File: src/rtl/ogb_pkg.sv
// Package with the shared widths, configuration and pipeline types of the grid binning block.
`timescale 1ns / 1ps
package ogb_pkg;

  localparam int COORD_W = 24;
  localparam int EDGE_W  = 20;
  localparam int CELL_W  = 8;
  localparam int CNT_W   = 9;
  localparam int SIZE_W  = COORD_W - 1;
  localparam int C2_W    = COORD_W;          // doubled cube size and margin
  localparam int P_W     = COORD_W + 3;      // doubled midpoint minus doubled origin
  localparam int REM_W   = P_W - 1;          // non-negative part of the midpoint
  localparam int QB      = CNT_W;            // quotient bits worked out, one per stage
  localparam int DSH_W   = C2_W + QB + 1;    // shifted divisor compare width
  localparam int LO_W    = CELL_W + C2_W;    // cell index times doubled cube size
  localparam int S_W     = LO_W + 4;         // signed width of the bound tests
  localparam int IDX_W   = 4;
  localparam int NCOMB   = 8;

  typedef enum logic [IDX_W-1:0] {
    REG_ORIGIN_X  = 4'd0,
    REG_ORIGIN_Y  = 4'd1,
    REG_ORIGIN_Z  = 4'd2,
    REG_CUBE_SIZE = 4'd3,
    REG_MARGIN    = 4'd4,
    REG_CELLS_X   = 4'd5,
    REG_CELLS_Y   = 4'd6,
    REG_CELLS_Z   = 4'd7
  } reg_idx_e;

  typedef struct packed {
    logic [2:0][COORD_W-1:0] org;
    logic [C2_W-1:0]         c2;
    logic [C2_W-1:0]         d2;
    logic [2:0][CELL_W-1:0]  last_cell;
  } cfg_t;

  typedef struct packed {
    logic [EDGE_W-1:0]     id;
    logic [2:0][P_W-1:0]   p;
    logic [2:0]            neg;
    logic [2:0]            sat;
    logic [2:0][REM_W-1:0] rem;
    logic [2:0][QB-1:0]    q;
  } div_t;

  typedef struct packed {
    logic [EDGE_W-1:0]      id;
    logic [NCOMB-1:0]       mask;
    logic [2:0][CELL_W-1:0] home;
    logic [2:0][CELL_W-1:0] nb;
  } hit_t;

endpackage

File: src/rtl/ogb_front.sv
// Midpoint stage and the bit-per-stage restoring divider that finds each axis quotient.
`timescale 1ns / 1ps
module ogb_front (
  input  logic                                 clk_i,
  input  logic                                 rst_ni,
  input  logic                                 en_i,
  input  logic                                 valid_i,
  input  logic [ogb_pkg::EDGE_W-1:0]           edge_id_i,
  input  logic [2:0][ogb_pkg::COORD_W-1:0]     first_i,
  input  logic [2:0][ogb_pkg::COORD_W-1:0]     second_i,
  input  ogb_pkg::cfg_t                        cfg_i,
  output logic                                 valid_o,
  output ogb_pkg::div_t                        div_o
);

  logic                                  s0_valid_q;
  logic [ogb_pkg::EDGE_W-1:0]            s0_id_q;
  logic [2:0][ogb_pkg::P_W-1:0]          s0_p_q, s0_p_d;

  always_comb begin
    for (int a = 0; a < 3; a++) begin
      s0_p_d[a] = ogb_pkg::P_W'($signed(first_i[a])) + ogb_pkg::P_W'($signed(second_i[a]))
                - (ogb_pkg::P_W'($signed(cfg_i.org[a])) <<< 1);
    end
  end

  // Seed of the divider: negative points go to cell zero, huge quotients saturate.
  ogb_pkg::div_t seed;
  always_comb begin
    seed.id = s0_id_q;
    seed.p  = s0_p_q;
    seed.q  = '0;
    for (int a = 0; a < 3; a++) begin
      seed.neg[a] = s0_p_q[a][ogb_pkg::P_W-1];
      seed.rem[a] = seed.neg[a] ? '0 : s0_p_q[a][ogb_pkg::REM_W-1:0];
      seed.sat[a] = ogb_pkg::DSH_W'(seed.rem[a])
                  >= (ogb_pkg::DSH_W'(cfg_i.c2) << ogb_pkg::QB);
    end
  end

  ogb_pkg::div_t           dv_in [ogb_pkg::QB];
  ogb_pkg::div_t           dv_d  [ogb_pkg::QB];
  ogb_pkg::div_t           dv_q  [ogb_pkg::QB];
  logic [ogb_pkg::QB-1:0]  dv_valid_q;

  // Restoring division, one quotient bit per stage, most significant bit first.
  always_comb begin
    logic [ogb_pkg::DSH_W-1:0] dsh;
    dv_in[0] = seed;
    for (int k = 1; k < ogb_pkg::QB; k++) begin
      dv_in[k] = dv_q[k-1];
    end
    for (int k = 0; k < ogb_pkg::QB; k++) begin
      dv_d[k] = dv_in[k];
      dsh = ogb_pkg::DSH_W'(cfg_i.c2) << (ogb_pkg::QB - 1 - k);
      for (int a = 0; a < 3; a++) begin
        if (ogb_pkg::DSH_W'(dv_in[k].rem[a]) >= dsh) begin
          dv_d[k].rem[a] = ogb_pkg::REM_W'(ogb_pkg::DSH_W'(dv_in[k].rem[a]) - dsh);
          dv_d[k].q[a][ogb_pkg::QB - 1 - k] = 1'b1;
        end
      end
    end
  end

  always_ff @(posedge clk_i or negedge rst_ni) begin
    if (!rst_ni) begin
      s0_valid_q <= 1'b0;
      dv_valid_q <= '0;
    end else if (en_i) begin
      s0_valid_q <= valid_i;
      dv_valid_q <= {dv_valid_q[ogb_pkg::QB-2:0], s0_valid_q};
    end
  end

  always_ff @(posedge clk_i) begin
    if (en_i) begin
      s0_id_q <= edge_id_i;
      s0_p_q  <= s0_p_d;
      for (int k = 0; k < ogb_pkg::QB; k++) begin
        dv_q[k] <= dv_d[k];
      end
    end
  end

  assign valid_o = dv_valid_q[ogb_pkg::QB-1];
  assign div_o   = dv_q[ogb_pkg::QB-1];

endmodule

File: config.mk
export PLATFORM = sky130hd
export DESIGN_NAME = ogb_front
export DESIGN_NICKNAME = d
export VERILOG_FILES = /design/src/rtl/ogb_pkg.sv /design/src/rtl/ogb_front.sv
export SDC_FILE = /design/constraint.sdc
export NUM_CORES = 2
export LEC_CHECK = 0
export ABC_AREA = 1
export BUFFER_PORTS_ARGS = -buffer_cell sky130_fd_sc_hd__buf_4
export CAP_MARGIN = 5
export CORE_AREA = 2 2 450 452
export DETAILED_ROUTE_END_ITERATION = 10
export DIE_AREA = 0 0 452 454
export PLACE_DENSITY = 0.75
export SLEW_MARGIN = 20
export SYNTH_ARGS = -nofsm -noshare
export SYNTH_HDL_FRONTEND = slang
export SYNTH_SLANG_ARGS = --single-unit
File: constraint.sdc
create_clock -name clk_i -period 2.4 [get_ports clk_i]
set_input_delay 0.12 -clock clk_i [delete_from_list [all_inputs] [get_ports clk_i]]
set_output_delay 0.12 -clock clk_i [all_outputs]
set_load 0.02 [all_outputs]
## Yosys cells after proc, flatten, opt, wreduce, memory -nomap -nowiden

Memories as Yosys holds them, arrays and structs flattened.
Cells that the tools add are included.

- Memories: 1
- Latch bits: 0
- Bits in registers: 111
- Memory bits (writable): 1908
- Output and inout port bits: 213
- Input port bits: 312
- Word-level logic and storage cells: 129
- Bits in read-only memories: 0

- Bitwise operators: 0
- Divide/modulo/power cells: 0
- Muxes and demuxes: 59
- Multipliers: 0
- Order comparisons: 30
- Shift operators: 0
- Equality and inequality tests: 0
- Add/subtract/negate cells: 33
- Reduce and logical (&&, ||, !) cells: 0

Memories:

| name | words | width | rd ports | clocked after memory_dff | write ports | line | text |
|---|---|---|---|---|---|---|---|
| dv_q | 9 | 212 | 9 | 0 | 9 | ogb_front.sv:43 | `ogb_pkg::div_t dv_q [ogb_pkg::QB];` |

Operators with widths:

| cell | number |
|---|---|
| 26-bit two-way mux | 30 |
| 26-bit subtractor | 21 |
| 26-bit by 33-bit greater-or-equal comparator with 1-bit output | 3 |
| 26-bit by 32-bit greater-or-equal comparator with 1-bit output | 3 |
| 26-bit by 31-bit greater-or-equal comparator with 1-bit output | 3 |
| 26-bit by 30-bit greater-or-equal comparator with 1-bit output | 3 |
| 26-bit by 29-bit greater-or-equal comparator with 1-bit output | 3 |
| 26-bit by 28-bit greater-or-equal comparator with 1-bit output | 3 |
| 26-bit by 27-bit greater-or-equal comparator with 1-bit output | 3 |
| 26-bit by 24-bit greater-or-equal comparator with 1-bit output | 3 |
| 26-bit by 25-bit greater-or-equal comparator with 1-bit output | 3 |
| 26-bit greater-or-equal comparator | 3 |
| 25-bit by 25-bit subtractor with 26-bit output | 3 |
| 26-bit by 24-bit subtractor with 26-bit output | 3 |
| 26-bit by 25-bit subtractor with 26-bit output | 3 |
| 24-bit by 24-bit adder with 25-bit output | 3 |
| 1-bit two-way mux | 29 |

## Logic depth before layout (Yosys ltp)

- Depth in word-level cells: 3
- Mapped depth: 16
- Gate-level depth less buffers: 15

## Least setup slack after synthesis

No wires, ideal clock.

- Path kind: reg-to-reg
- Start: register s0_p_q, in the netlist dv_d[1859]
- End: memory dv_q[0][78] in the netlist's numbering (data pin)
- Cell stages (with the launch flop): 16
- Arrival: 2.372 ns
- Data required time: 2.151 ns
- Slack: -0.220 ns
- Cell sequence: edfxtp_1 -> buf_4 -> clkbuf_1 -> nor2_1 -> ha_1 -> nand2_1 -> inv_1 -> nand2_1 -> nand2_1 -> nand2_1 -> nand3_1 -> a21oi_4 -> nand3_4 -> buf_6 -> nand2_1 -> inv_2

RTL lines:

| what | line | text |
|---|---|---|
| start, declared | ogb_front.sv:18 | `logic [2:0][ogb_pkg::P_W-1:0] s0_p_q, s0_p_d;` |
| start signal, assigned | ogb_front.sv:78 | `s0_p_q <= s0_p_d;` |
| end, declared | ogb_front.sv:43 |  |

==> flow_summary.ini <==
[yosys]
yosysWarnings = 0
synth_area_leaders = edfxtp_1 (49%), nand2_1 (16%), inv_1 (7.8%)
syn_area_per_cell_um2 = 8.32
ys_ff_latch = 1854
syn-num-nets = 14800
yosys-top-cells-count = nand2_1 (4866), inv_1 (2375), edfxtp_1 (1844)
ys_async_sr_fraction_pct = 0.539
netlist_area_um2 = 114000
yosysTopAreaCellShare_pct = 48.7
yosysSeqAreaShare_pct = 48.9
postSynthCellCount = 13700
synth_most_common_cell = nand2_1
synth_top_cell_by_area = edfxtp_1
synth.distinct_cells = 48
synth_edf_count = 1844
synthFlopType = edfxtp_1

[place]
post_dp_cell_area_um2 = 131000
place.gp.congestion = 1.01
port_buffers = 476
place_ws_ns = -0.231
hpwl_mm = 242

[critical_path]
arrival_ns = 3.16
crit_type = flip-flop to flip-flop
critPathRequiredTime_ns = 3.02
critical_path.max_fanout = 8
cp-end-kind = flip-flop
critPathLaunchType = flip-flop

[route]
routed_wl_mm = 322
viasPerCell = 5.28
first_pass_iters = 7
drtIter0Drc = 8724
post_drt_wl_per_cell_um = 17.5
detail-route-antenna-nets = 0
route.detailed.drc = 0
vias = 96900

[floorplan]
dieArea_um2 = 205000
die_height_um = 454
die_x_um = 452
pin_count = 525
initial_core_util_pct = 56.6
core-area_um2 = 201000
fp-row-count = 165

[clock_tree]
cts_tree = built
clockBufferDepth = 3
clkTransAtPathRegs_ns = 0.07
root_buffer = clkbuf_16
numCtsBuffers = 191
cts_max_level = 4
clock-sinks = 1854
clk_latency_ns = 0.89

[timing]
hold_viol_final = 0
slew-limit-headroom_pct = 60.9
grt_setup_unrepaired = true
period_share_pct = 106
report.final.slew_viol_count = 0
tightest_slew_ns = 0.581
setup-violations-final = 52
worst_slack_ns = -0.142
max_freq_mhz = 393
post-route-min-period_ns = 2.54
skew_ns = 0.0494

[global_routing]
antenna_found_initial = 9
grt_use_total_pct = 30.6
grt_max_degree = 108
grt_pass1_vias = 93300
grt_pass1_wl_mm = 493
grt-ovfl-total = 0

[run_status]
status = complete, but fails checks
violations = setup timing

[cells_and_area]
final.fill_count = 15600
finish.instance_area_um2 = 140000
nets = 16700
multi_input_area_um2 = 50200
syn_to_final_growth_pct = 23.5
final_layout_size_suffix_gt1_share_pct = 15.8
regArea_um2 = 55600

[pwr]
p_per_area_nw_per_um2 = 791
p_leak_nw = 69.0
power_w = 0.111
vdd_drop_max_v = 0.000829

[flow_run]
drv.max_cap_violation_count = 0

[min_path]
hp-class = input pin to flip-flop
==> registers in the layout, indices dropped and copies added, names as in the netlist <==
register	count
dv_q	1746
s0_id_q	20
s0_valid_q	1
dv_d	78
dv_valid_q	9
==> cells by family (layout without fill, tap and decap cells) <==
family | after synthesis | in the layout | synth area share (%)
simple gates | 7376 | 7390 | 26.9
buf+inv | 2526 | 4543 | 8.56
flops | 1854 | 1854 | 48.9
fa+ha+maj | 804 | 804 | 9.50
compound gates | 789 | 789 | 3.69
xor+xnor | 317 | 317 | 2.44
mux | 2 | 2 | 0.0198
other cells | 0 | 5 | 0
==> final cells by class <==
cell class | instances | area share (%)
clock inverters | 134 | 1.16
diodes | 5 | 0.00891
flip-flops and latches | 1854 | 39.6
multi-input cells | 9302 | 35.8
repair buffers | 1814 | 11.2
inverters | 2381 | 6.39
clock buffers | 214 | 3.47
well taps | 2672 | 2.38
==> path summary, 6_finish.rpt <==
| path | start | endpoint | slack, ns | cells after the start |
|---|---|---|---|---|
| hold / removal | first_i[47] | dv_d[1859] | 0.05 | 6 |
| hold reg to reg | dv_q[0][1294] | dv_q[0][1506] | 0.39 | 0 |
| setup reg to reg | dv_d[1886] | dv_q[0][89] | -0.14 | 13 |
| min in group asynchronous | rst_ni | s0_valid_q | 0.29 | 3 |
| setup / recovery | dv_d[1886] | dv_q[0][89] | -0.14 | 13 |
| max in group asynchronous | rst_ni | dv_valid_q[4] | 1.80 | 3 |
==> per-stage QoR <==
step	hold WS (ns)	std cells	util, %	setup TNS (ns)
3_3_place_gp	-0.0461	17900	65.0	-28.46
5_1_grt	0.0829	18400	69.9	-10.48
2_1_floorplan	-0.176	13700	-	-0.382
3_5_place_dp	-0.0478	17900	65.0	-51.61
4_1_cts	0.00825	18300	68.8	0
6_report	0.0503	18400	69.9	-3.79
==> cells in the final DEF, fill, tap and decap left out, types with 23 or more instances in the layout <==
cell type and n:
clkbuf_16 199, inv_2 27, ha_1 644, nor2_1 845
nor4_1 34, inv_1 2344, o21bai_1 47, bufinv_16 25
buf_4 1573, o21ai_0 198, edfxtp_1 1844, clkinv_2 32
ha_4 45, nand4_1 244, nand3_1 1009, fa_1 84
nor2_4 33, buf_6 27, nand3b_1 106, clkinv_1 32
and2_1 28, xor2_1 260, buf_12 132, xnor2_1 57
a21oi_1 469, nand2_1 4762, nor2_2 65, dlygate4sd3_1 71
nor3_1 64, nand2_2 110, clkbuf_1 23
==> critical path: stages (launching register included) <==
cell and delay [ns]:
edfxtp_1 0.47, buf_8 0.19, buf_4 0.15, nor2_4 0.18, ha_4 0.25, a21oi_4 0.16
inv_1 0.08, nand2_2 0.07, nand3_4 0.08, a21oi_4 0.17, buf_12 0.15, nand3_4 0.13
nand2_1 0.10, nand2_1 0.07
==> per-layer routing <==
layer,vias to the layer above,GRT usage [%],part of all wire (%)
li1,48000,-,-
met1,44400,38.3,40
met2,3547,52.6,48
met3,948,3.68,6.3
met4,4,15.0,5.6
met5,-,0,0.0068
==> power by group <==
part / leakage [nW] / internal, W / switching (W) / total (W)
Clock: 3.12 / 0.0175 / 0.0131 / 0.0306
Sequential: 18.3 / 0.0408 / 0.00230 / 0.0431
Combinational: 47.6 / 0.0150 / 0.0222 / 0.0373
==> what timing repair did <==
| action | in CTS | in global routing |
|---|---|---|
| setup buffers | 13 | 59 |
| cloned | 8 | 18 |
| pin swaps | 14 | 86 |
| endpoints found under the setup margin | 91 | 477 |
| gates resized for setup | 40 | 363 |
| hold buffers | 71 | 0 |
| endpoints found under the hold margin | 319 | 0 |
Note: power is estimated with default switching activity, not from simulation.
