## src/rtl/ogb_pkg.sv

```systemverilog
// Package with the shared widths, configuration and pipeline types of the grid binning block.
`timescale 1ns / 1ps
package ogb_pkg;

  localparam int COORD_W = 24;
  localparam int EDGE_W  = 20;
  localparam int CELL_W  = 8;
  localparam int CNT_W   = 9;
  localparam int SIZE_W  = COORD_W - 1;
  localparam int C2_W    = COORD_W;          // doubled cube size and margin
  localparam int P_W     = COORD_W + 3;      // doubled midpoint minus doubled origin
  localparam int REM_W   = P_W - 1;          // non-negative part of the midpoint
  localparam int QB      = CNT_W;            // quotient bits worked out, one per stage
  localparam int DSH_W   = C2_W + QB + 1;    // shifted divisor compare width
  localparam int LO_W    = CELL_W + C2_W;    // cell index times doubled cube size
  localparam int S_W     = LO_W + 4;         // signed width of the bound tests
  localparam int IDX_W   = 4;
  localparam int NCOMB   = 8;

  typedef enum logic [IDX_W-1:0] {
    REG_ORIGIN_X  = 4'd0,
    REG_ORIGIN_Y  = 4'd1,
    REG_ORIGIN_Z  = 4'd2,
    REG_CUBE_SIZE = 4'd3,
    REG_MARGIN    = 4'd4,
    REG_CELLS_X   = 4'd5,
    REG_CELLS_Y   = 4'd6,
    REG_CELLS_Z   = 4'd7
  } reg_idx_e;

  typedef struct packed {
    logic [2:0][COORD_W-1:0] org;
    logic [C2_W-1:0]         c2;
    logic [C2_W-1:0]         d2;
    logic [2:0][CELL_W-1:0]  last_cell;
  } cfg_t;

  typedef struct packed {
    logic [EDGE_W-1:0]     id;
    logic [2:0][P_W-1:0]   p;
    logic [2:0]            neg;
    logic [2:0]            sat;
    logic [2:0][REM_W-1:0] rem;
    logic [2:0][QB-1:0]    q;
  } div_t;

  typedef struct packed {
    logic [EDGE_W-1:0]      id;
    logic [NCOMB-1:0]       mask;
    logic [2:0][CELL_W-1:0] home;
    logic [2:0][CELL_W-1:0] nb;
  } hit_t;

endpackage

```

## src/rtl/ogb_class.sv

```systemverilog
// Home cell selection, cell bounds, margin tests and the neighbor hit mask.
`timescale 1ns / 1ps
module ogb_class (
  input  logic           clk_i,
  input  logic           rst_ni,
  input  logic           en_i,
  input  logic           valid_i,
  input  ogb_pkg::div_t  div_i,
  input  ogb_pkg::cfg_t  cfg_i,
  output logic           valid_o,
  output ogb_pkg::hit_t  hit_o
);

  // Stage one: clamp the quotient and scale back to the cell's low bound.
  logic                                   c1_valid_q;
  logic [ogb_pkg::EDGE_W-1:0]             c1_id_q;
  logic [2:0][ogb_pkg::CELL_W-1:0]        c1_cell_q, c1_cell_d;
  logic [2:0][ogb_pkg::LO_W-1:0]          c1_lo_q, c1_lo_d;
  logic [2:0][ogb_pkg::P_W-1:0]           c1_p_q;

  always_comb begin
    for (int a = 0; a < 3; a++) begin
      if (div_i.neg[a]) begin
        c1_cell_d[a] = '0;
      end else if (div_i.sat[a] ||
                   div_i.q[a] > ogb_pkg::QB'(cfg_i.last_cell[a])) begin
        c1_cell_d[a] = cfg_i.last_cell[a];
      end else begin
        c1_cell_d[a] = div_i.q[a][ogb_pkg::CELL_W-1:0];
      end
      c1_lo_d[a] = ogb_pkg::LO_W'(c1_cell_d[a]) * ogb_pkg::LO_W'(cfg_i.c2);
    end
  end

  // Stage two: the face tests, all in signed arithmetic of one width.
  logic                                   c2_valid_q;
  logic [ogb_pkg::EDGE_W-1:0]             c2_id_q;
  logic [2:0][ogb_pkg::CELL_W-1:0]        c2_cell_q;
  logic [2:0]                             c2_in_q, c2_dirm_q, c2_dir_q, c2_hnb_q, c2_hh_q;
  logic [2:0]                             in_d, dirm_d, dir_d, hnb_d, hh_d;

  always_comb begin
    logic signed [ogb_pkg::S_W-1:0] pp, lo, hi, cs, dd;
    logic dm, dp, hm, hp;
    for (int a = 0; a < 3; a++) begin
      pp = ogb_pkg::S_W'($signed(c1_p_q[a]));
      lo = $signed(ogb_pkg::S_W'(c1_lo_q[a]));
      cs = $signed(ogb_pkg::S_W'(cfg_i.c2));
      dd = $signed(ogb_pkg::S_W'(cfg_i.d2));
      hi = lo + cs;
      in_d[a] = !((pp < lo + dd) || (pp > hi - dd));
      dm = (pp - dd < lo);
      dp = !dm && (pp + dd > hi);
      if (c1_cell_q[a] == '0) dm = 1'b0;
      if (c1_cell_q[a] == cfg_i.last_cell[a]) dp = 1'b0;
      hm = (pp > lo - cs - dd) && (pp < lo + dd);
      hp = (pp > hi - dd) && (pp < hi + cs + dd);
      dirm_d[a] = dm;
      dir_d[a]  = dm || dp;
      hnb_d[a]  = dm ? hm : hp;
      hh_d[a]   = (pp > lo - dd) && (pp < hi + dd);
    end
  end

  // Stage three: one mask bit per neighbor combination, in emission order.
  logic                        c3_valid_q;
  ogb_pkg::hit_t               c3_q, c3_d;

  always_comb begin
    logic ok;
    logic [2:0] sel;
    c3_d.id = c2_id_q;
    c3_d.home = c2_cell_q;
    for (int a = 0; a < 3; a++) begin
      c3_d.nb[a] = c2_dirm_q[a] ? c2_cell_q[a] - 1'b1 : c2_cell_q[a] + 1'b1;
    end
    c3_d.mask[0] = 1'b1;
    for (int m = 1; m < ogb_pkg::NCOMB; m++) begin
      sel = 3'(m);
      ok  = !(&c2_in_q);
      for (int a = 0; a < 3; a++) begin
        // Bit two of the combination selects x, bit zero selects z.
        if (sel[2-a]) begin
          ok = ok && c2_dir_q[a] && c2_hnb_q[a];
        end else begin
          ok = ok && c2_hh_q[a];
        end
      end
      c3_d.mask[m] = ok;
    end
  end

  always_ff @(posedge clk_i or negedge rst_ni) begin
    if (!rst_ni) begin
      c1_valid_q <= 1'b0;
      c2_valid_q <= 1'b0;
      c3_valid_q <= 1'b0;
    end else if (en_i) begin
      c1_valid_q <= valid_i;
      c2_valid_q <= c1_valid_q;
      c3_valid_q <= c2_valid_q;
    end
  end

  always_ff @(posedge clk_i) begin
    if (en_i) begin
      c1_id_q   <= div_i.id;
      c1_cell_q <= c1_cell_d;
      c1_lo_q   <= c1_lo_d;
      c1_p_q    <= div_i.p;
      c2_id_q   <= c1_id_q;
      c2_cell_q <= c1_cell_q;
      c2_in_q   <= in_d;
      c2_dirm_q <= dirm_d;
      c2_dir_q  <= dir_d;
      c2_hnb_q  <= hnb_d;
      c2_hh_q   <= hh_d;
      c3_q      <= c3_d;
    end
  end

  assign valid_o = c3_valid_q;
  assign hit_o   = c3_q;

endmodule

```

## config.mk

```make
export PLATFORM = sky130hd
export DESIGN_NAME = ogb_class
export DESIGN_NICKNAME = d
export VERILOG_FILES = /design/src/rtl/ogb_pkg.sv /design/src/rtl/ogb_class.sv
export SDC_FILE = /design/constraint.sdc
export NUM_CORES = 2
export LEC_CHECK = 0
export BUFFER_PORTS_ARGS = -buffer_cell sky130_fd_sc_hd__buf_2
export CAP_MARGIN = 10
export CORE_ASPECT_RATIO = 2
export CORE_MARGIN = 2
export CORE_UTILIZATION = 35
export DETAILED_ROUTE_END_ITERATION = 7
export GPL_ROUTABILITY_DRIVEN = 0
export PLACE_DENSITY_LB_ADDON = 0.2
export SLEW_MARGIN = 40
export SYNTH_ARGS = -nofsm -noshare
export SYNTH_HDL_FRONTEND = slang
export SYNTH_SLANG_ARGS = --single-unit
```

## constraint.sdc

```tcl
create_clock -name clk_i -period 6.7 [get_ports clk_i]
set_clock_uncertainty 0.05 [all_clocks]
set_input_delay 1.34 -clock clk_i [delete_from_list [all_inputs] [get_ports clk_i]]
set_output_delay 1.34 -clock clk_i [all_outputs]
set_load 0.01 [all_outputs]
```

Word-level counts from Yosys, hierarchy flattened
Cells that the tools add are included.
{"block": "op_classes", "addsub": 39, "n_mul": 3, "magnitude_cmp": 27, "n_eq_ne": 3, "muxes": 18, "n_reduce_logical": 52}
{"cell": "adder 33 x 24 -> 34 bit", "n": 6}
{"cell": "greater-than comparator 27 x 34 -> 1 bit", "n": 6}
{"cell": "adder 32 x 24 -> 33 bit", "n": 6}
{"cell": "subtractor 32 x 24 -> 33 bit", "n": 6}
{"cell": "less-than comparator 27 x 36 -> 1 bit", "n": 3}
{"cell": "adder 34 x 24 -> 35 bit", "n": 3}
{"cell": "less-than comparator 27 x 35 -> 1 bit", "n": 3}
{"cell": "greater-than comparator 28 x 34 -> 1 bit", "n": 3}
{"cell": "less-than comparator 27 x 34 -> 1 bit", "n": 3}
{"cell": "subtractor 33 x 24 -> 34 bit", "n": 3}
{"cell": "subtractor 33 x 25 -> 34 bit", "n": 3}
{"cell": "greater-than comparator 27 x 33 -> 1 bit", "n": 3}
{"cell": "less-than comparator 28 x 33 -> 1 bit", "n": 3}
{"cell": "multiplier 8 x 24 -> 32 bit", "n": 3}
{"cell": "adder 27 x 25 -> 28 bit", "n": 3}
{"cell": "subtractor 27 x 25 -> 28 bit", "n": 3}
{"cell": "2-to-1 mux 8 bit", "n": 9}
{"cell": "logical AND 1 bit", "n": 32}
{"cell": "greater-than comparator 9 x 8 -> 1 bit", "n": 3}
{"cell": "adder 8 x 1 -> 8 bit, second input constant", "n": 3}
{"cell": "equality test 8 bit", "n": 3}
{"cell": "zero test 8 bit", "n": 3}
{"cell": "subtractor 8 x 1 -> 8 bit, second input constant", "n": 3}
{"cell": "logical OR 1 bit", "n": 9}
{"cell": "other kinds (3)", "n": 17}
{"block": "totals", "reg_bits": 358, "out_inout_bits": 77, "word_cells": 172}

Depth between registers and ports, before layout
{"block": "logic_depth", "ltp_word": 8, "depth_mapped": 38}

Worst setup path after synthesis
Ideal clock, no wire load.
{"block": "synth_timing", "path_kind": "input to register", "from": "input port cfg_i[1] in the netlist's numbering", "to": "register c1_lo_q[31] in the netlist's numbering, data pin", "setup_time_ns": 0.260, "arrival_time_ns": 8.305, "required_time_ns": 6.390, "path_slack_ns": -1.914, "stages": 33, "cell_sequence": "inv_1 -> ha_1 -> nor2b_1 -> o21a_1 -> o21a_1 -> o21a_1 -> o21a_1 -> o21ai_0 -> nand2b_1 -> a21oi_1 -> o21ai_0 -> buf_1 -> mux2i_1 -> clkbuf_1 -> nor2_1 -> fa_1 -> fa_1 -> inv_1 -> fa_1 -> fa_1 -> inv_1 -> ha_1 -> o21a_1 -> o31a_1 -> o211ai_1 -> a21oi_1 -> o31ai_1 -> a21oi_1 -> o41ai_1 -> o21ai_0 -> a211o_1 -> a21oi_1 -> xnor2_1"}
{"element": "start: declaration", "line": "ogb_class.sv:9", "rtl": "input ogb_pkg::cfg_t cfg_i,"}
{"element": "end signal: assignment", "line": "ogb_class.sv:109", "rtl": "c1_lo_q <= c1_lo_d;"}
{"element": "end: declaration", "line": "ogb_class.sv:18", "rtl": "logic [2:0][ogb_pkg::LO_W-1:0] c1_lo_q, c1_lo_d;"}

==> metrics.yaml <==
status: "finished with violations"
violations: "negative setup slack"
hold_class: "in -> async"
wl_um: 428000
start_util_pct: 35.2
nets: 16200
fill_cells: 23600
fin_crit_sh_pct: 115
wl_per_cell_um: 25.3
cts_tree: "done"
worstMarginPinSlew_ns: 0.967
r2r_slack_ns: -0.83
synthSimpleGateAreaFrac_pct: 17.1
drt_iter0_drc: 5093
syn_to_final_growth_pct: 40.7
root_buffer: "clkbuf_16"
synthFlopType: "edfxtp_1"
viasPerCell: 5.51
r2r_end: "c2_hnb_q[0]"
synth_area_leaders: "ha_1 (24%), edfxtp_1 (12%), fa_1 (11%)"
synth_top_area_share_pct: 24.1
synth_cells: 10500
dieHeight_um: 709
clock_sinks: 358
drcViolationCount: 0
worst_skew_pair.late_latency_ns: 0.76
antenna_found_initial: 30
htree_levels: 2
ant_nets: 0
core-area_um2: 247000
critical_path_class: "in -> reg"
dr.pass1.iters: 6
grt_max_degree: 85
io_buffers: 285
min_period_ns: 7.68
yosysWarnings: 0
num_io_pins: 437
fin_util_pct: 49.6
slew_viol_final: 0
synth-async-reset-ratio_pct: 0.838
slowest_stage: "fa_1"
drv_cap: 0
hold_violations: 0
fin_setup_tns_ns: -32.25
p_leak_nw: 59.8
clk_pin_slew_worst_paths_ns: 0.06
crit-reg2reg-launch: "c1_lo_q[0]"
std_cell_rows: 258
drive_gt1_share_pct: 31.0
finalSetupViolCount: 61
synth_top_family_by_area: "adder cells"
dieArea_um2: 253000
cp.required_ns: 7.13
vdd_drop_max_mv: 0.386
slowest_delay_ns: 0.50
synth_top_area_cell: "ha_1"
synth_seq_area_share_pct: 12.3
avgSynthCellArea_um2: 8.27
slew_headroom_pct: 35.3
cp-end-kind: "register"
clk_path_buf_depth: 3
grt_usage_pct: 33.2
start_kind: "input port"
netlist_area_um2: 87000
grt_pass1_vias: 98500
cp_data_arrival_time_ns: 8.12
fmax_mhz: 130
reg2regPathDepth: 34
cts-buffers-inserted: 45
synth.area.mux_share_pct: 0.579
grt_remaining_overflow: 0
synth_fa_ha_area_share_pct: 35.6
dp_hpwl_um: 360000
power_density_nw_per_um2: 622
yosys.cell_types.count: 107
ys_ff_latch: 358
yosys.area_share.xor_xnor_pct: 9.34
postCtsHoldBufs: 0
vias: 93300
synth_compound_area_share_pct: 18.9
grt_pass1_wl_um: 616000
rsz0062_at_grt: "true"
die_w_um: 357
synth_edf_count: 355
finalWorstSetupSlack_ns: -0.984
critPathMaxFanout: 6
==> worst max path at each step <==
stage | startpoint | endpoint | cells past startpoint
after floorplan | div_i[1] | c1_lo_q[31] | 32
after global placement | cfg_i[49] | c2_hnb_q[0] | 36
after detailed placement | cfg_i[49] | c2_hnb_q[0] | 36
after CTS | cfg_i[9] | c1_lo_q[62] | 33
after global routing | c1_lo_q[0] | c2_hnb_q[0] | 40
final | div_i[1] | c1_lo_q[30] | 35
==> state kept, by name, summed over array words and instances (netlist names), 3 cells and up <==
register / flops
c1_lo_q: 96
c2_id_q: 20
c2_cell_q: 24
c2_dir_q: 3
c1_p_q: 81
c2_in_q: 3
c1_cell_q: 24
c1_id_q: 20
c2_hh_q: 3
hit_o: 75
c2_dirm_q: 3
c2_hnb_q: 3
==> synth_stat cells, drive strengths merged (60+ instances only) <==
master,count
a31oi,68
ha,1675
buf,65
o21ai,404
nand3,168
nand4,159
nor3,231
nor2b,185
nor4,68
a21o,366
a211oi,71
o211ai,69
or2,67
xnor2,699
o21a,141
inv,1107
nand2b,313
edfxtp,355
nor2,1256
and3,60
xor2,223
o21bai,139
nand2,393
a21oi,800
clkbuf,239
fa,498
==> where the power goes <==
group	leakage, nW	internal [W]	switching, W
Clock	0.751	0.00148	0.00137
Combinational	55.6	0.0339	0.0356
Sequential	3.50	0.00306	0.000736
==> kinds of logic (layout without fill, tap and decap cells) <==
kind of cell,after synthesis,in the layout
xor+xnor,922,922
flops,358,358
buf+inv,1421,4558
mux,48,49
simple gates,3082,3082
fa+ha+maj,2174,2174
compound gates,2510,2510
other cells,1,34
==> worst max-delay path: cells and delay by family <==
family | cells | cell delay, ns
muxes | 1 | 0.17
and+or+nand+nor | 5 | 0.70
buffers and inverters | 8 | 0.87
AOI/OAI and AO/OA | 14 | 2.46
xor gates and xnor gates | 1 | 0.15
adders and majority gates | 6 | 2.41
==> through the flow <==
stage               setup slack [ns]  std cells  total power [W]  hold slack (ns)  instance area (um^2)
CTS                           -0.901      16900           0.0741            0.309                121000
global route                   -1.16      16900           0.0824            0.359                122000
detailed placement             -2.67      16700           0.0681            0.355                116000
floorplan                      -1.05      10500           0.0392            0.350                 88700
finish                        -0.984      16900           0.0761            0.367                122000
global placement               -2.61      16700           0.0666            0.351                116000
==> final cells by class <==
cell class | instances | area (um^2) | area share (%)
timing repair buffer | 3357 | 26200 | 21.4
clock inverter | 34 | 464 | 0.379
multi-input combinational | 8741 | 75500 | 61.7
sequential | 358 | 10700 | 8.77
inverter | 1117 | 4250 | 3.47
antenna | 30 | 75.1 | 0.0613
tap | 3250 | 4070 | 3.32
clock buffer | 50 | 1140 | 0.935
==> what timing repair did <==
item | CTS | global route
pin swaps | 287 | 236
setup endpoints to repair | 67 | 79
buffers inserted | 146 | 62
cloned | 1 | 0
gates resized for setup | 535 | 266
==> per-layer routing <==
metal | track usage (%) | vias up | wire length, um
li1 | - | 43100 | -
met1 | 30.3 | 44800 | 136000
met2 | 58.3 | 3603 | 209000
met3 | 5.35 | 1768 | 22100
met4 | 38.8 | 8 | 60600
met5 | 0 | - | 46
==> cell usage in the layout (no fill, tap or decap), drive strengths merged, types with 25 or more instances in the layout <==
cell type,instances
xnor2,699
o41ai,26
edfxtp,355
nor3,231
o211ai,69
clkinv,25
a2111oi,41
a31oi,68
o21bai,139
o21a,141
ha,1675
a221oi,32
nand4,159
a211oi,71
nor4,68
inv,1103
or2,67
nand3,168
and3,60
xor2,223
buf,3357
diode,30
o31ai,44
o21ai,404
nor2b,185
nor2,1256
a21oi,800
a211o,28
o31a,29
fa,498
mux2i,30
and4,29
nand2b,313
a21o,366
clkbuf,50
or3,58
o2111ai,25
nand2,393
Power figures use the tool's default switching activity.
