File: src/rtl/ogb_pkg.sv
// Package with the shared widths, configuration and pipeline types of the grid binning block.
`timescale 1ns / 1ps
package ogb_pkg;

  localparam int COORD_W = 24;
  localparam int EDGE_W  = 20;
  localparam int CELL_W  = 8;
  localparam int CNT_W   = 9;
  localparam int SIZE_W  = COORD_W - 1;
  localparam int C2_W    = COORD_W;          // doubled cube size and margin
  localparam int P_W     = COORD_W + 3;      // doubled midpoint minus doubled origin
  localparam int REM_W   = P_W - 1;          // non-negative part of the midpoint
  localparam int QB      = CNT_W;            // quotient bits worked out, one per stage
  localparam int DSH_W   = C2_W + QB + 1;    // shifted divisor compare width
  localparam int LO_W    = CELL_W + C2_W;    // cell index times doubled cube size
  localparam int S_W     = LO_W + 4;         // signed width of the bound tests
  localparam int IDX_W   = 4;
  localparam int NCOMB   = 8;

  typedef enum logic [IDX_W-1:0] {
    REG_ORIGIN_X  = 4'd0,
    REG_ORIGIN_Y  = 4'd1,
    REG_ORIGIN_Z  = 4'd2,
    REG_CUBE_SIZE = 4'd3,
    REG_MARGIN    = 4'd4,
    REG_CELLS_X   = 4'd5,
    REG_CELLS_Y   = 4'd6,
    REG_CELLS_Z   = 4'd7
  } reg_idx_e;

  typedef struct packed {
    logic [2:0][COORD_W-1:0] org;
    logic [C2_W-1:0]         c2;
    logic [C2_W-1:0]         d2;
    logic [2:0][CELL_W-1:0]  last_cell;
  } cfg_t;

  typedef struct packed {
    logic [EDGE_W-1:0]     id;
    logic [2:0][P_W-1:0]   p;
    logic [2:0]            neg;
    logic [2:0]            sat;
    logic [2:0][REM_W-1:0] rem;
    logic [2:0][QB-1:0]    q;
  } div_t;

  typedef struct packed {
    logic [EDGE_W-1:0]      id;
    logic [NCOMB-1:0]       mask;
    logic [2:0][CELL_W-1:0] home;
    logic [2:0][CELL_W-1:0] nb;
  } hit_t;

endpackage

File: src/rtl/ogb_emit.sv
// Output register that walks the hit mask and sends one cell per transaction.
`timescale 1ns / 1ps
module ogb_emit (
  input  logic                          clk_i,
  input  logic                          rst_ni,
  input  logic                          valid_i,
  input  ogb_pkg::hit_t                 hit_i,
  output logic                          load_o,
  output logic                          out_valid_o,
  input  logic                          out_stall_i,
  output logic [ogb_pkg::EDGE_W-1:0]    out_edge_id_o,
  output logic [ogb_pkg::CELL_W-1:0]    cell_x_o,
  output logic [ogb_pkg::CELL_W-1:0]    cell_y_o,
  output logic [ogb_pkg::CELL_W-1:0]    cell_z_o,
  output logic                          is_extended_o,
  output logic                          last_o
);

  logic                          busy_q, busy_d;
  ogb_pkg::hit_t                 cur_q, cur_d;
  logic [ogb_pkg::NCOMB-1:0]     low, rest;
  logic                          take;

  assign low  = cur_q.mask & (~cur_q.mask + 1'b1);
  assign rest = cur_q.mask & ~low;
  assign take = busy_q && !out_stall_i;
  assign load_o = !busy_q || (take && rest == '0);

  always_comb begin
    busy_d = busy_q;
    cur_d  = cur_q;
    if (load_o) begin
      busy_d = valid_i;
      cur_d  = hit_i;
    end else if (take) begin
      cur_d.mask = rest;
    end
  end

  always_ff @(posedge clk_i or negedge rst_ni) begin
    if (!rst_ni) begin
      busy_q <= 1'b0;
    end else begin
      busy_q <= busy_d;
    end
  end

  always_ff @(posedge clk_i) begin
    cur_q <= cur_d;
  end

  assign out_valid_o   = busy_q;
  assign out_edge_id_o = cur_q.id;
  assign cell_x_o      = |(low & 8'hF0) ? cur_q.nb[0] : cur_q.home[0];
  assign cell_y_o      = |(low & 8'hCC) ? cur_q.nb[1] : cur_q.home[1];
  assign cell_z_o      = |(low & 8'hAA) ? cur_q.nb[2] : cur_q.home[2];
  assign is_extended_o = !low[0];
  assign last_o        = (rest == '0);

endmodule

File: config.mk
export PLATFORM = sky130hd
export DESIGN_NAME = ogb_emit
export DESIGN_NICKNAME = d
export VERILOG_FILES = /design/src/rtl/ogb_pkg.sv /design/src/rtl/ogb_emit.sv
export SDC_FILE = /design/constraint.sdc
export NUM_CORES = 1
export LEC_CHECK = 0
export BUFFER_PORTS_ARGS = -buffer_cell sky130_fd_sc_hd__buf_4
export CAP_MARGIN = 10
export CORE_ASPECT_RATIO = 1.5
export CORE_MARGIN = 3
export CORE_UTILIZATION = 48
export CTS_BUF_LIST = sky130_fd_sc_hd__clkbuf_4 sky130_fd_sc_hd__clkbuf_8 sky130_fd_sc_hd__clkbuf_16
export CTS_CLUSTER_SIZE = 40
export DETAILED_ROUTE_END_ITERATION = 8
export PLACE_DENSITY = 0.8
export SYNTH_ARGS = -nofsm -noshare
export SYNTH_HDL_FRONTEND = slang
export SYNTH_SLANG_ARGS = --single-unit
File: constraint.sdc
create_clock -name clk_i -period 2.45 [get_ports clk_i]
set_input_delay 0.49 -clock clk_i [delete_from_list [all_inputs] [get_ports clk_i]]
set_output_delay 0.49 -clock clk_i [all_outputs]
set_load 0.01 [all_outputs]
== Word-level counts from Yosys, hierarchy flattened ==
Index checks and enable logic that the tools add are counted.
Operators by class
  add/subtract/negate cells: 1
  multiplexer cells: 5
  bitwise logic cells: 4
  reduce and logical (&&, ||, !) cells: 11
Operators with widths (number)
  $mux 8: 5
  $and 8x8->8: 2
  $not 8->8: 2
  $reduce_or 4->1: 3
  $add 8x1->8 const B: 1
  $logic_not 8->1: 1
  $logic_not 1->1: 3
  $logic_and 1x1->1: 2
  $reduce_bool 2->1: 1
  $logic_or 1x1->1: 1
Word-level totals
  register bits after elaboration: 77
  input port bits: 80
  output and inout port bits: 48

== Longest topological paths before layout ==
Gate-level depths: netlist (run 1).
  depth in word-level cells: 9
  depth in mapped cells: 7
  gate-level depth less buffers: 5

== Worst setup path after synthesis (run 1) ==
Ideal clock, no wire load.
  path kind: flip-flop to output port
  from: register cur_q[51] in the netlist's numbering
  to: output load_o
  arrival time: 1.801 ns
  path slack: 0.159 ns
  cell stages (with the launch flop): 5
  path buffers: 1
  path through: edfxtp_1 > nor4_4 > nand3_1 > o221ai_2 > buf_4
Between the ends
  word-level cells in the longest chain between the ends: 8
RTL lines
  start, declared: RTL line ogb_emit.sv:20  | ogb_pkg::hit_t cur_q, cur_d;
  start signal, assigned: RTL line ogb_emit.sv:49  | cur_q <= cur_d;
  $not 8->8: RTL line ogb_emit.sv:24  | assign low = cur_q.mask & (~cur_q.mask + 1'b1);
  $add 8x1->8: RTL line ogb_emit.sv:24
  $and 8x8->8: RTL line ogb_emit.sv:24
  $not 8->8: RTL line ogb_emit.sv:25  | assign rest = cur_q.mask & ~low;
  $and 8x8->8 (*): RTL line ogb_emit.sv:25
  $logic_not 8->1 (*): RTL line ogb_emit.sv:27  | assign load_o = !busy_q || (take && rest == '0);
  $logic_and 1x1->1 (*): RTL line ogb_emit.sv:27
  $logic_or 1x1->1 (*): RTL line ogb_emit.sv:27
  end, declared: RTL line ogb_emit.sv:8  | output logic load_o,
Every way passes the cells marked *; elsewhere a longest branch is shown, timed or not.

== Worst setup path after layout (run 1) ==
  from: register cur_q[50] in the netlist's numbering
  to: output cell_x_o[7] in the netlist's numbering
Between the ends
  word-level cells in the longest chain between the ends: 5
RTL lines
  $not 8->8: RTL line ogb_emit.sv:24
  $add 8x1->8: RTL line ogb_emit.sv:24
  $and 8x8->8: RTL line ogb_emit.sv:24
  $reduce_or 4->1: RTL line ogb_emit.sv:54  | assign cell_x_o = |(low & 8'hF0) ? cur_q.nb[0] : cur_q.home[0];
  $mux 8: RTL line ogb_emit.sv:54
  end, declared: RTL line ogb_emit.sv:12  | output logic [ogb_pkg::CELL_W-1:0] cell_x_o,
Every way passes these cells.

==> results of run 1 <==
power by group through the flow:
stage	Clock (W)	Sequential, W	Combinational, W
after global routing	0.00121	0.00185	0.00146
final	0.00112	0.00183	0.00138
after global placement	0	0.00184	0.00107
after CTS	0.00115	0.00183	0.00130
after floorplan	0	0.00183	0.000647
after detailed placement	0	0.00185	0.00110
area by class of cell:
cell class	instances	area [um^2]
timing repair buffer	148	1230
sequential	77	2310
clock inverter	7	114
fill	382	1630
tap	74	92.6
inverter	2	7.51
clock buffer	9	124
multi-input combinational	68	673
synthesized netlist by cell type (all sizes together) (2+ instances only):
master	number	share of area
a32o	2	0.0065
inv	2	0.0024
a211oi	2	0.0049
nand2b	2	0.0041
nor2	4	0.0049
o21ai	6	0.011
buf	23	0.061
a21oi	4	0.010
nand2	12	0.015
o211ai	2	0.0049
edfxtp	76	0.74
mux2	24	0.088
state kept, by name (all words and copies together), names as in the netlist:
register	count
out_valid_o	1
cur_q	56
out_edge_id_o	20
layer usage:
layer  track usage  wire, um  vias up
met5             0         0        -
met4        0.0995       157        0
met3        0.0464       369       11
met2         0.345      4210       59
met1         0.200      2310      959
li1              -         -      905
worst max-delay path: stages (launching register included):
cell and delay [ns]:
edfxtp_1 0.49, or4_4 0.55, a21oi_4 0.15, buf_12 0.15, mux2_4 0.31, buf_6 0.12
worst paths after layout:
check,start,endpoint,depth (start not counted)
setup / recovery,cur_q[50],cell_x_o[7],5
hold / removal,hit_i[38],cur_q[38],1
setup reg to reg,cur_q[49],cur_q[51],8
hold reg to reg,cur_q[53],cur_q[53],3
max in group asynchronous,rst_ni,out_valid_o,2
min in group asynchronous,rst_ni,out_valid_o,2
layout by cell type, fill, tap and decap left out, types with 2 or more instances in the layout:
cell | Yosys | layout
o21ai_0 | 5 | 3
a21oi_1 | 3 | 2
nor2_1 | 4 | 3
inv_1 | 2 | 2
buf_4 | 21 | 125
nand2_1 | 12 | 11
clkinv_1 | 0 | 2
o21ai_1 | 0 | 2
mux2_2 | 24 | 8
buf_12 | 1 | 2
mux2_4 | 0 | 16
a32o_1 | 2 | 2
nand2b_1 | 2 | 2
buf_6 | 1 | 19
bufinv_16 | 0 | 3
clkbuf_8 | 1 | 9
edfxtp_1 | 76 | 76
o211ai_1 | 2 | 2
a211oi_2 | 0 | 2
metrics by stage:
step,instance area (um^2),power (W),utilization
after CTS,4470,0.00427,0.724
after floorplan,3090,0.00248,-
after global routing,4550,0.00452,0.737
after global placement,4020,0.00291,0.651
final,4550,0.00433,0.737
after detailed placement,4020,0.00295,0.651
timing repair:
item	in CTS	in global routing
setup endpoints to repair	22	26
setup buffers	7	4
gates cloned	0	0
hold endpoints to repair	1	0
pin swaps	4	1
hold buffers	1	0
resized for setup	35	10
kinds of logic after synthesis:
logic type,Yosys count,share of synthesized area
flip-flops,77,0.747
multiplexers,24,0.0875
buffers and inverters,26,0.0681
AND/OR/NAND/NOR,24,0.0413
AO/OA/AOI/OAI,20,0.0559
==> impl_metrics.csv, run 1 <==
group,metric,value,unit
outcome,status,"complete, but fails checks",
outcome,violations,"negative setup slack",
clock_network,clk_pin_slew,0.08,ns
layout,fin_nets,386,
global_routing,grtUsageTotal,0.192,
power_and_ir_drop,power_frac_seq,0.424,
floorplan,die_w,71.5,um
yosys,synth_cells,171,
yosys,synth_edf_count,76,
critical_path,cp_data_required_time,1.96,ns
critical_path,worstPathMaxFanout,8,
sta,rsz0062_at_grt,"yes",
global_routing,antenna_found_initial,0,
place,gp_congestion,0.921,
sta,worst_slack,-0.173,ns
layout,syn_to_final_growth,47.3,%
sta,maxSlewViolCount,0,
yosys,ys.flop_type,"edfxtp_1",
floorplan,design.die.area,7450,um^2
clock_network,clockBufferDepth,2,
global_routing,globalRouteOverflowTotal,0,
place,hpwl,4840,um
critical_path,crit_arrival,2.13,ns
critical_path,ff2ff_setup_slack,0.13,ns
floorplan,core_area,6170,um^2
clock_network,clock_sinks,77,
yosys,ys_ff_latch,77,
sta,finalHoldViolCount,0,
power_and_ir_drop,ir_drop,583,uV
sta,final-setup-viol-count,17,
place,dpl_worst_slack,0.105,ns
clock_network,htreeDepth,3,
clock_network,cts_buffers,9,
critical_path,worstSetupPathType,"reg2out",
power_and_ir_drop,p_clk_frac,0.259,
layout,antenna_cells,0,
power_and_ir_drop,p_sw_frac,0.269,
detailed_routing,ant_nets,0,
clock_network,clk_latency,0.35,ns
detailed_routing,routed_via_density,5.02,
yosys,synth_nets,251,
detailed_routing,routed_wl,7040,um
power_and_ir_drop,leakage,1.83,nW
global_routing,grt_pass1_vias,2079,
floorplan,die_h,104,um
sta,finalCriticalPeriod,2.62,ns
sta,hold_ws,0.311,ns
detailed_routing,dr.pass1.iters,4,
yosys,async_reset_ff_frac,0.0130,
clock_network,cts-root-buf,"clkbuf_8",
yosys,synth_cell_types,28,
place,dp_cells,357,
sta,setup_tns,-2.34,ns
yosys,synth.cell_area,3090,um^2
layout,drive_gt1_frac,0.633,
floorplan,initial_utilization,0.500,
critical_path,start_kind,"register",
global_routing,grt_pass1_wl,10500,um
place,numPortBuffers,127,
detailed_routing,wire_per_inst,18.3,um
power_and_ir_drop,pwr-share-comb,0.318,
detailed_routing,drt_iter0_drc,154,
sta,max_slew_margin,0.716,
power_and_ir_drop,p_per_area,951,nW/um^2
detailed_routing,route.detailed.drc,0,
worst_hold_path,min_path_type,"in2reg",
floorplan,rows,35,
power_and_ir_drop,p_switching,0.00116,W
sta,fin_skew,0.0103,ns
yosys,ys_seq_area_frac,0.747,
critical_path,worst_setup_path_end_kind,"primary output",
detailed_routing,vias,1934,
layout,finalNonFillerCells,385,
clock_network,cts_tree,"built",
yosys,yosys_warnings,0,
power_and_ir_drop,internal-power,0.00316,W
sta,fmax,381,MHz
sta,worst_pin_slew,0.426,ns
floorplan,pin_count,128,
sta,min_period_over_period,1.07,
global_routing,grt_max_degree,65,
flow_run,cap_viol_max_count,0,
yosys,avgSynthCellArea,18.1,um^2
Note: power is estimated with default switching activity, not from simulation.
==> inputs of run 2 (changes only) <==
--- a/config.mk
+++ b/config.mk
@@ -7,7 +7,7 @@
 export LEC_CHECK = 0
 export BUFFER_PORTS_ARGS = -buffer_cell sky130_fd_sc_hd__buf_4
 export CAP_MARGIN = 10
-export CORE_ASPECT_RATIO = 1.5
+export CORE_ASPECT_RATIO = 1.25
 export CORE_MARGIN = 3
 export CORE_UTILIZATION = 48
 export CTS_BUF_LIST = sky130_fd_sc_hd__clkbuf_4 sky130_fd_sc_hd__clkbuf_8 sky130_fd_sc_hd__clkbuf_16
==> impl_metrics.csv, run 2 (synthesized netlist as in run 1, its figures left out) <==
group,metric,value,unit
critical_path,worstPathMaxFanout,5,
worst_hold_path,hold_path_depth,1,
place,dpl_worst_slack,0.00949,ns
worst_hold_path,hold_start,"hit_i[44]",
layout,antenna_cells,0,
critical_path,start_kind,"register",
clock_network,cts-root-buf,"clkbuf_8",
critical_path,cp_data_required_time,1.96,ns
detailed_routing,drt_iter0_drc,149,
layout,syn_to_final_growth,46.4,%
clock_network,clk_pin_slew,0.07,ns
detailed_routing,highest_layer,"met4",
power_and_ir_drop,p_per_area,893,nW/um^2
layout,seq_area,2310,um^2
sta,max_slew_margin,0.628,
power_and_ir_drop,ir_drop,517,uV
critical_path,crit_arrival,2.10,ns
power_and_ir_drop,leakage,1.83,nW
detailed_routing,wire_per_inst,17.6,um
critical_path,crit-reg2reg-launch,"cur_q[51]",
clock_network,cts_buffers,9,
sta,maxSlewViolCount,0,
clock_network,clk_latency,0.34,ns
place,numPortBuffers,127,
sta,worst_pin_slew,0.557,ns
floorplan,die_h,95.7,um
critical_path,reg2regPathDepth,8,
floorplan,design.die.area,7440,um^2
critical_path,ff2ff_setup_slack,0.15,ns
worst_hold_path,hold_end,"cur_q[44]",
critical_path,worst_setup_path_end_kind,"primary output",
detailed_routing,routed-wl-met2,4010,um
critical_path,worstSetupPathType,"reg2out",
clock_network,clock_sinks,77,
layout,finalNonFillerCells,399,
detailed_routing,routed_via_density,4.89,
global_routing,globalRouteOverflowTotal,0,
clock_network,cts_tree,"built",
global_routing,antenna_found_initial,0,
detailed_routing,ant_nets,0,
place,dp_cells,365,
layout,multi_input_area,682,um^2
layout,largest_reg_flops,56,
layout,mostFrequentLayoutCell,"buf_4",
layout,largest_register,"cur_q",
detailed_routing,wl_met3,409,um
floorplan,core_area,6210,um^2
detailed_routing,routed_wl,7040,um
layout,fin_util,0.729,
global_routing,grt_max_degree,60,
global_routing,grt_pass1_wl,10400,um
detailed_routing,dr.pass1.iters,4,
layout,drive_gt1_frac,0.643,
flow_run,cap_viol_max_count,0,
sta,fmax,386,MHz
place,gp_congestion,0.878,
sta,fin_skew,0.00779,ns
detailed_routing,vias,1952,
critical_path,r2r_end,"cur_q[55]",
sta,worst_slack,-0.139,ns
floorplan,pin_count,128,
global_routing,grt_pass1_vias,2106,
global_routing,grtUsageTotal,0.187,
outcome,violations,"negative setup slack",
detailed_routing,wl_met1,2490,um
layout,layout_common_cells,"125 x buf_4, 76 x edfxtp_1, 24 x buf_6",
sta,final-setup-viol-count,24,
sta,hold_ws,0.323,ns
place,hpwl,4620,um
floorplan,die_w,77.7,um
layout,fin_nets,390,
clock_network,clockBufferDepth,2,
layout,nFillCells,399,
worst_hold_path,min_path_type,"in2reg",
detailed_routing,route.detailed.drc,0,
floorplan,rows,32,
sta,rsz0062_at_grt,"yes",
floorplan,initial_utilization,0.498,
outcome,status,"complete, but fails checks",
sta,min_period_over_period,1.06,
sta,finalHoldViolCount,0,
sta,finalCriticalPeriod,2.59,ns
clock_network,htreeDepth,3,
## run 2: cell types whose count changed in the layout (fill, tap and decap cells not counted), sizes merged
cell,delta
buf,+4
bufinv,-3
clkbuf,+3
clkinvlp,-1
## run 2: final cells by class
type                       instances  share of cell area
clock inverter                     3             0.00304
sequential                        77               0.510
clock buffer                      12              0.0324
tap                               85              0.0235
inverter                           2             0.00166
timing repair buffer             152               0.278
multi-input combinational         68               0.151
## run 2: where the power goes
group / switching [W] / leakage [nW] / internal (W)
clock: 0.000414 / 0.0879 / 0.000390
sequential: 0.0000974 / 0.710 / 0.00174
combinational: 0.000626 / 1.03 / 0.000770
total: 0.00114 / 1.83 / 0.00290
## run 2: worst max-delay path, cell delays in order, from the launching register on
cell and delay (ns):
edfxtp_1 0.43, or4_4 0.58, a21oi_4 0.17, buf_6 0.16
mux2_4 0.31, buf_6 0.12
## run 2: per-stage QoR
| step | TNS [ns] | total power (W) | cell area, um^2 |
|---|---|---|---|
| final | -2.07 | 0.00404 | 4520 |
| after global routing | -4.33 | 0.00424 | 4520 |
| after CTS | -1.47 | 0.00394 | 4430 |
| after detailed placement | 0 | 0.00292 | 4010 |
| after global placement | 0 | 0.00289 | 4010 |
| after floorplan | 0 | 0.00248 | 3090 |
## run 2: routing by layer
| layer | GRT usage | vias to the layer above |
|---|---|---|
| met4 | 0.104 | 0 |
| met1 | 0.206 | 955 |
| met5 | 0 | - |
| met3 | 0.0416 | 12 |
| met2 | 0.334 | 73 |
| li1 | - | 912 |
## run 2: worst max path at each step
stage                   to  cells after the start      start  slack (ns)
2_1_floorplan       load_o                      4  cur_q[51]        0.16
3_3_place_gp   cell_x_o[5]                      4  cur_q[51]        0.07
3_5_place_dp   cell_x_o[6]                      4  cur_q[51]       0.009
4_1_cts        cell_x_o[2]                      5  cur_q[49]       -0.15
5_1_grt        cell_y_o[6]                      7  cur_q[51]       -0.21
6_report       cell_x_o[1]                      5  cur_q[50]       -0.14
## run 2: repair_timing
item                       CTS  global route
pin swaps                    5             6
setup endpoints to repair   24            26
hold buffers                 1             0
hold endpoints to repair     1             0
buffers inserted            11             7
gates resized for setup     39            10
==> inputs of run 3 (changes only) <==
--- a/config.mk
+++ b/config.mk
@@ -13,7 +13,7 @@
 export CTS_BUF_LIST = sky130_fd_sc_hd__clkbuf_4 sky130_fd_sc_hd__clkbuf_8 sky130_fd_sc_hd__clkbuf_16
 export CTS_CLUSTER_SIZE = 40
 export DETAILED_ROUTE_END_ITERATION = 8
-export PLACE_DENSITY = 0.8
+export PLACE_DENSITY = 0.77
 export SYNTH_ARGS = -nofsm -noshare
 export SYNTH_HDL_FRONTEND = slang
 export SYNTH_SLANG_ARGS = --single-unit
==> impl_metrics.csv, run 3 (synthesized netlist as in run 1, its figures left out) <==
group,metric,value,unit
sta,fin_skew,0.00868,ns
sta,finalHoldViolCount,0,
global_routing,grt_max_degree,53,
layout,antenna_cells,0,
critical_path,crit_arrival,2.13,ns
layout,layout_common_cells,"123 x buf_4, 76 x edfxtp_1, 20 x buf_6",
detailed_routing,ant_nets,0,
layout,largest_register,"cur_q",
power_and_ir_drop,leakage,1.83,nW
detailed_routing,wl_met1,2370,um
outcome,violations,"negative setup slack",
critical_path,worst_setup_path_end_kind,"primary output",
outcome,status,"complete, but fails checks",
detailed_routing,routed_via_density,4.89,
clock_network,clk_latency,0.34,ns
layout,finalNonFillerCells,396,
sta,worst_slack,-0.172,ns
place,numPortBuffers,127,
floorplan,core_area,6210,um^2
place,hpwl,4630,um
power_and_ir_drop,ir_drop,582,uV
global_routing,globalRouteOverflowTotal,0,
global_routing,grt_pass1_wl,10100,um
floorplan,die_h,95.7,um
sta,fmax,381,MHz
clock_network,clockBufferDepth,2,
sta,rsz0062_at_grt,"yes",
place,dpl_worst_slack,0.0835,ns
layout,largest_reg_flops,56,
sta,worst_pin_slew,0.347,ns
layout,nFillCells,374,
critical_path,worstSetupPathType,"reg2out",
global_routing,grt_pass1_vias,2081,
floorplan,initial_utilization,0.498,
detailed_routing,highest_layer,"met4",
power_and_ir_drop,p_per_area,914,nW/um^2
global_routing,grtUsageTotal,0.184,
floorplan,design.die.area,7440,um^2
critical_path,cp_data_required_time,1.96,ns
clock_network,cts-root-buf,"clkbuf_8",
layout,syn_to_final_growth,47.8,%
critical_path,start_kind,"register",
sta,finalCriticalPeriod,2.62,ns
power_and_ir_drop,p_total,0.00417,W
global_routing,antenna_found_initial,0,
layout,fin_nets,386,
sta,min_period_over_period,1.07,
clock_network,cts_tree,"built",
detailed_routing,drt_iter0_drc,99,
place,gp_congestion,0.824,
detailed_routing,dr.pass1.iters,4,
worst_hold_path,min_path_type,"in2reg",
clock_network,clock_sinks,77,
detailed_routing,routed-wl-met2,3920,um
sta,maxSlewViolCount,0,
sta,final-setup-viol-count,16,
sta,max_slew_margin,0.768,
floorplan,pin_count,128,
layout,drive_gt1_frac,0.643,
detailed_routing,wl_met3,437,um
detailed_routing,wire_per_inst,17.5,um
detailed_routing,route.detailed.drc,0,
floorplan,rows,32,
flow_run,cap_viol_max_count,0,
detailed_routing,routed_wl,6920,um
detailed_routing,vias,1938,
layout,mostFrequentLayoutCell,"buf_4",
critical_path,worstPathMaxFanout,8,
clock_network,clk_pin_slew,0.08,ns
floorplan,die_w,77.7,um
clock_network,htreeDepth,3,
clock_network,cts_buffers,9,
place,dp_cells,368,
## run 3: metal layers
layer	GRT usage	vias up
li1	-	903
met1	0.198	935
met2	0.334	85
met3	0.0473	15
met4	0.0964	0
met5	0	-
## run 3: critical path, cell delays in order (launching register included)
cell	delay (ns)
edfxtp_1	0.45
or4_4	0.60
a21oi_4	0.15
buf_12	0.15
mux2_4	0.31
buf_6	0.13
## run 3: metrics by stage
| step | setup TNS (ns) | hold WS (ns) | util | area [um^2] |
|---|---|---|---|---|
| final | -2.20 | 0.322 | 0.735 | 4560 |
| after global routing | -3.24 | 0.301 | 0.735 | 4560 |
| after detailed placement | 0 | 0.268 | 0.650 | 4040 |
| after CTS | -1.83 | 0.306 | 0.721 | 4470 |
| after floorplan | 0 | 0.194 | - | 3090 |
| after global placement | 0 | 0.267 | 0.650 | 4040 |
## run 3: final timing paths
kind | from | to | slack (ns) | cells after the start
worst min-delay path | hit_i[47] | cur_q[47] | 0.32 | 1
worst min register to register | cur_q[52] | cur_q[52] | 0.73 | 1
min in group asynchronous | rst_ni | out_valid_o | 0.46 | 2
worst max-delay path | cur_q[49] | cell_x_o[2] | -0.17 | 5
worst max register to register | cur_q[51] | cur_q[55] | 0.22 | 8
max in group asynchronous | rst_ni | out_valid_o | 1.91 | 2
## run 3: cell type report
| cell class | instances | area (um^2) | area share |
|---|---|---|---|
| multi-input cells | 68 | 719 | 0.158 |
| repair buffers | 148 | 1240 | 0.271 |
| clock inverters | 6 | 53.8 | 0.0118 |
| clock buffers | 10 | 131 | 0.0288 |
| well taps | 85 | 106 | 0.0233 |
| flip-flops and latches | 77 | 2310 | 0.505 |
| inverters | 2 | 7.51 | 0.00164 |
## run 3: report_power, final
| group | switching, W | total, W | internal [W] |
|---|---|---|---|
| Sequential | 0.0000995 | 0.00184 | 0.00174 |
| Clock | 0.000426 | 0.000896 | 0.000470 |
| Combinational | 0.000644 | 0.00144 | 0.000793 |
| Total | 0.00117 | 0.00417 | 0.00300 |
## run 3: repair_timing
item | in CTS | in global routing
setup buffers | 8 | 4
setup endpoints to repair | 25 | 26
resized for setup | 38 | 14
gates cloned | 0 | 0
hold buffers | 1 | 0
pin swaps | 6 | 6
endpoints found under the hold margin | 1 | 0
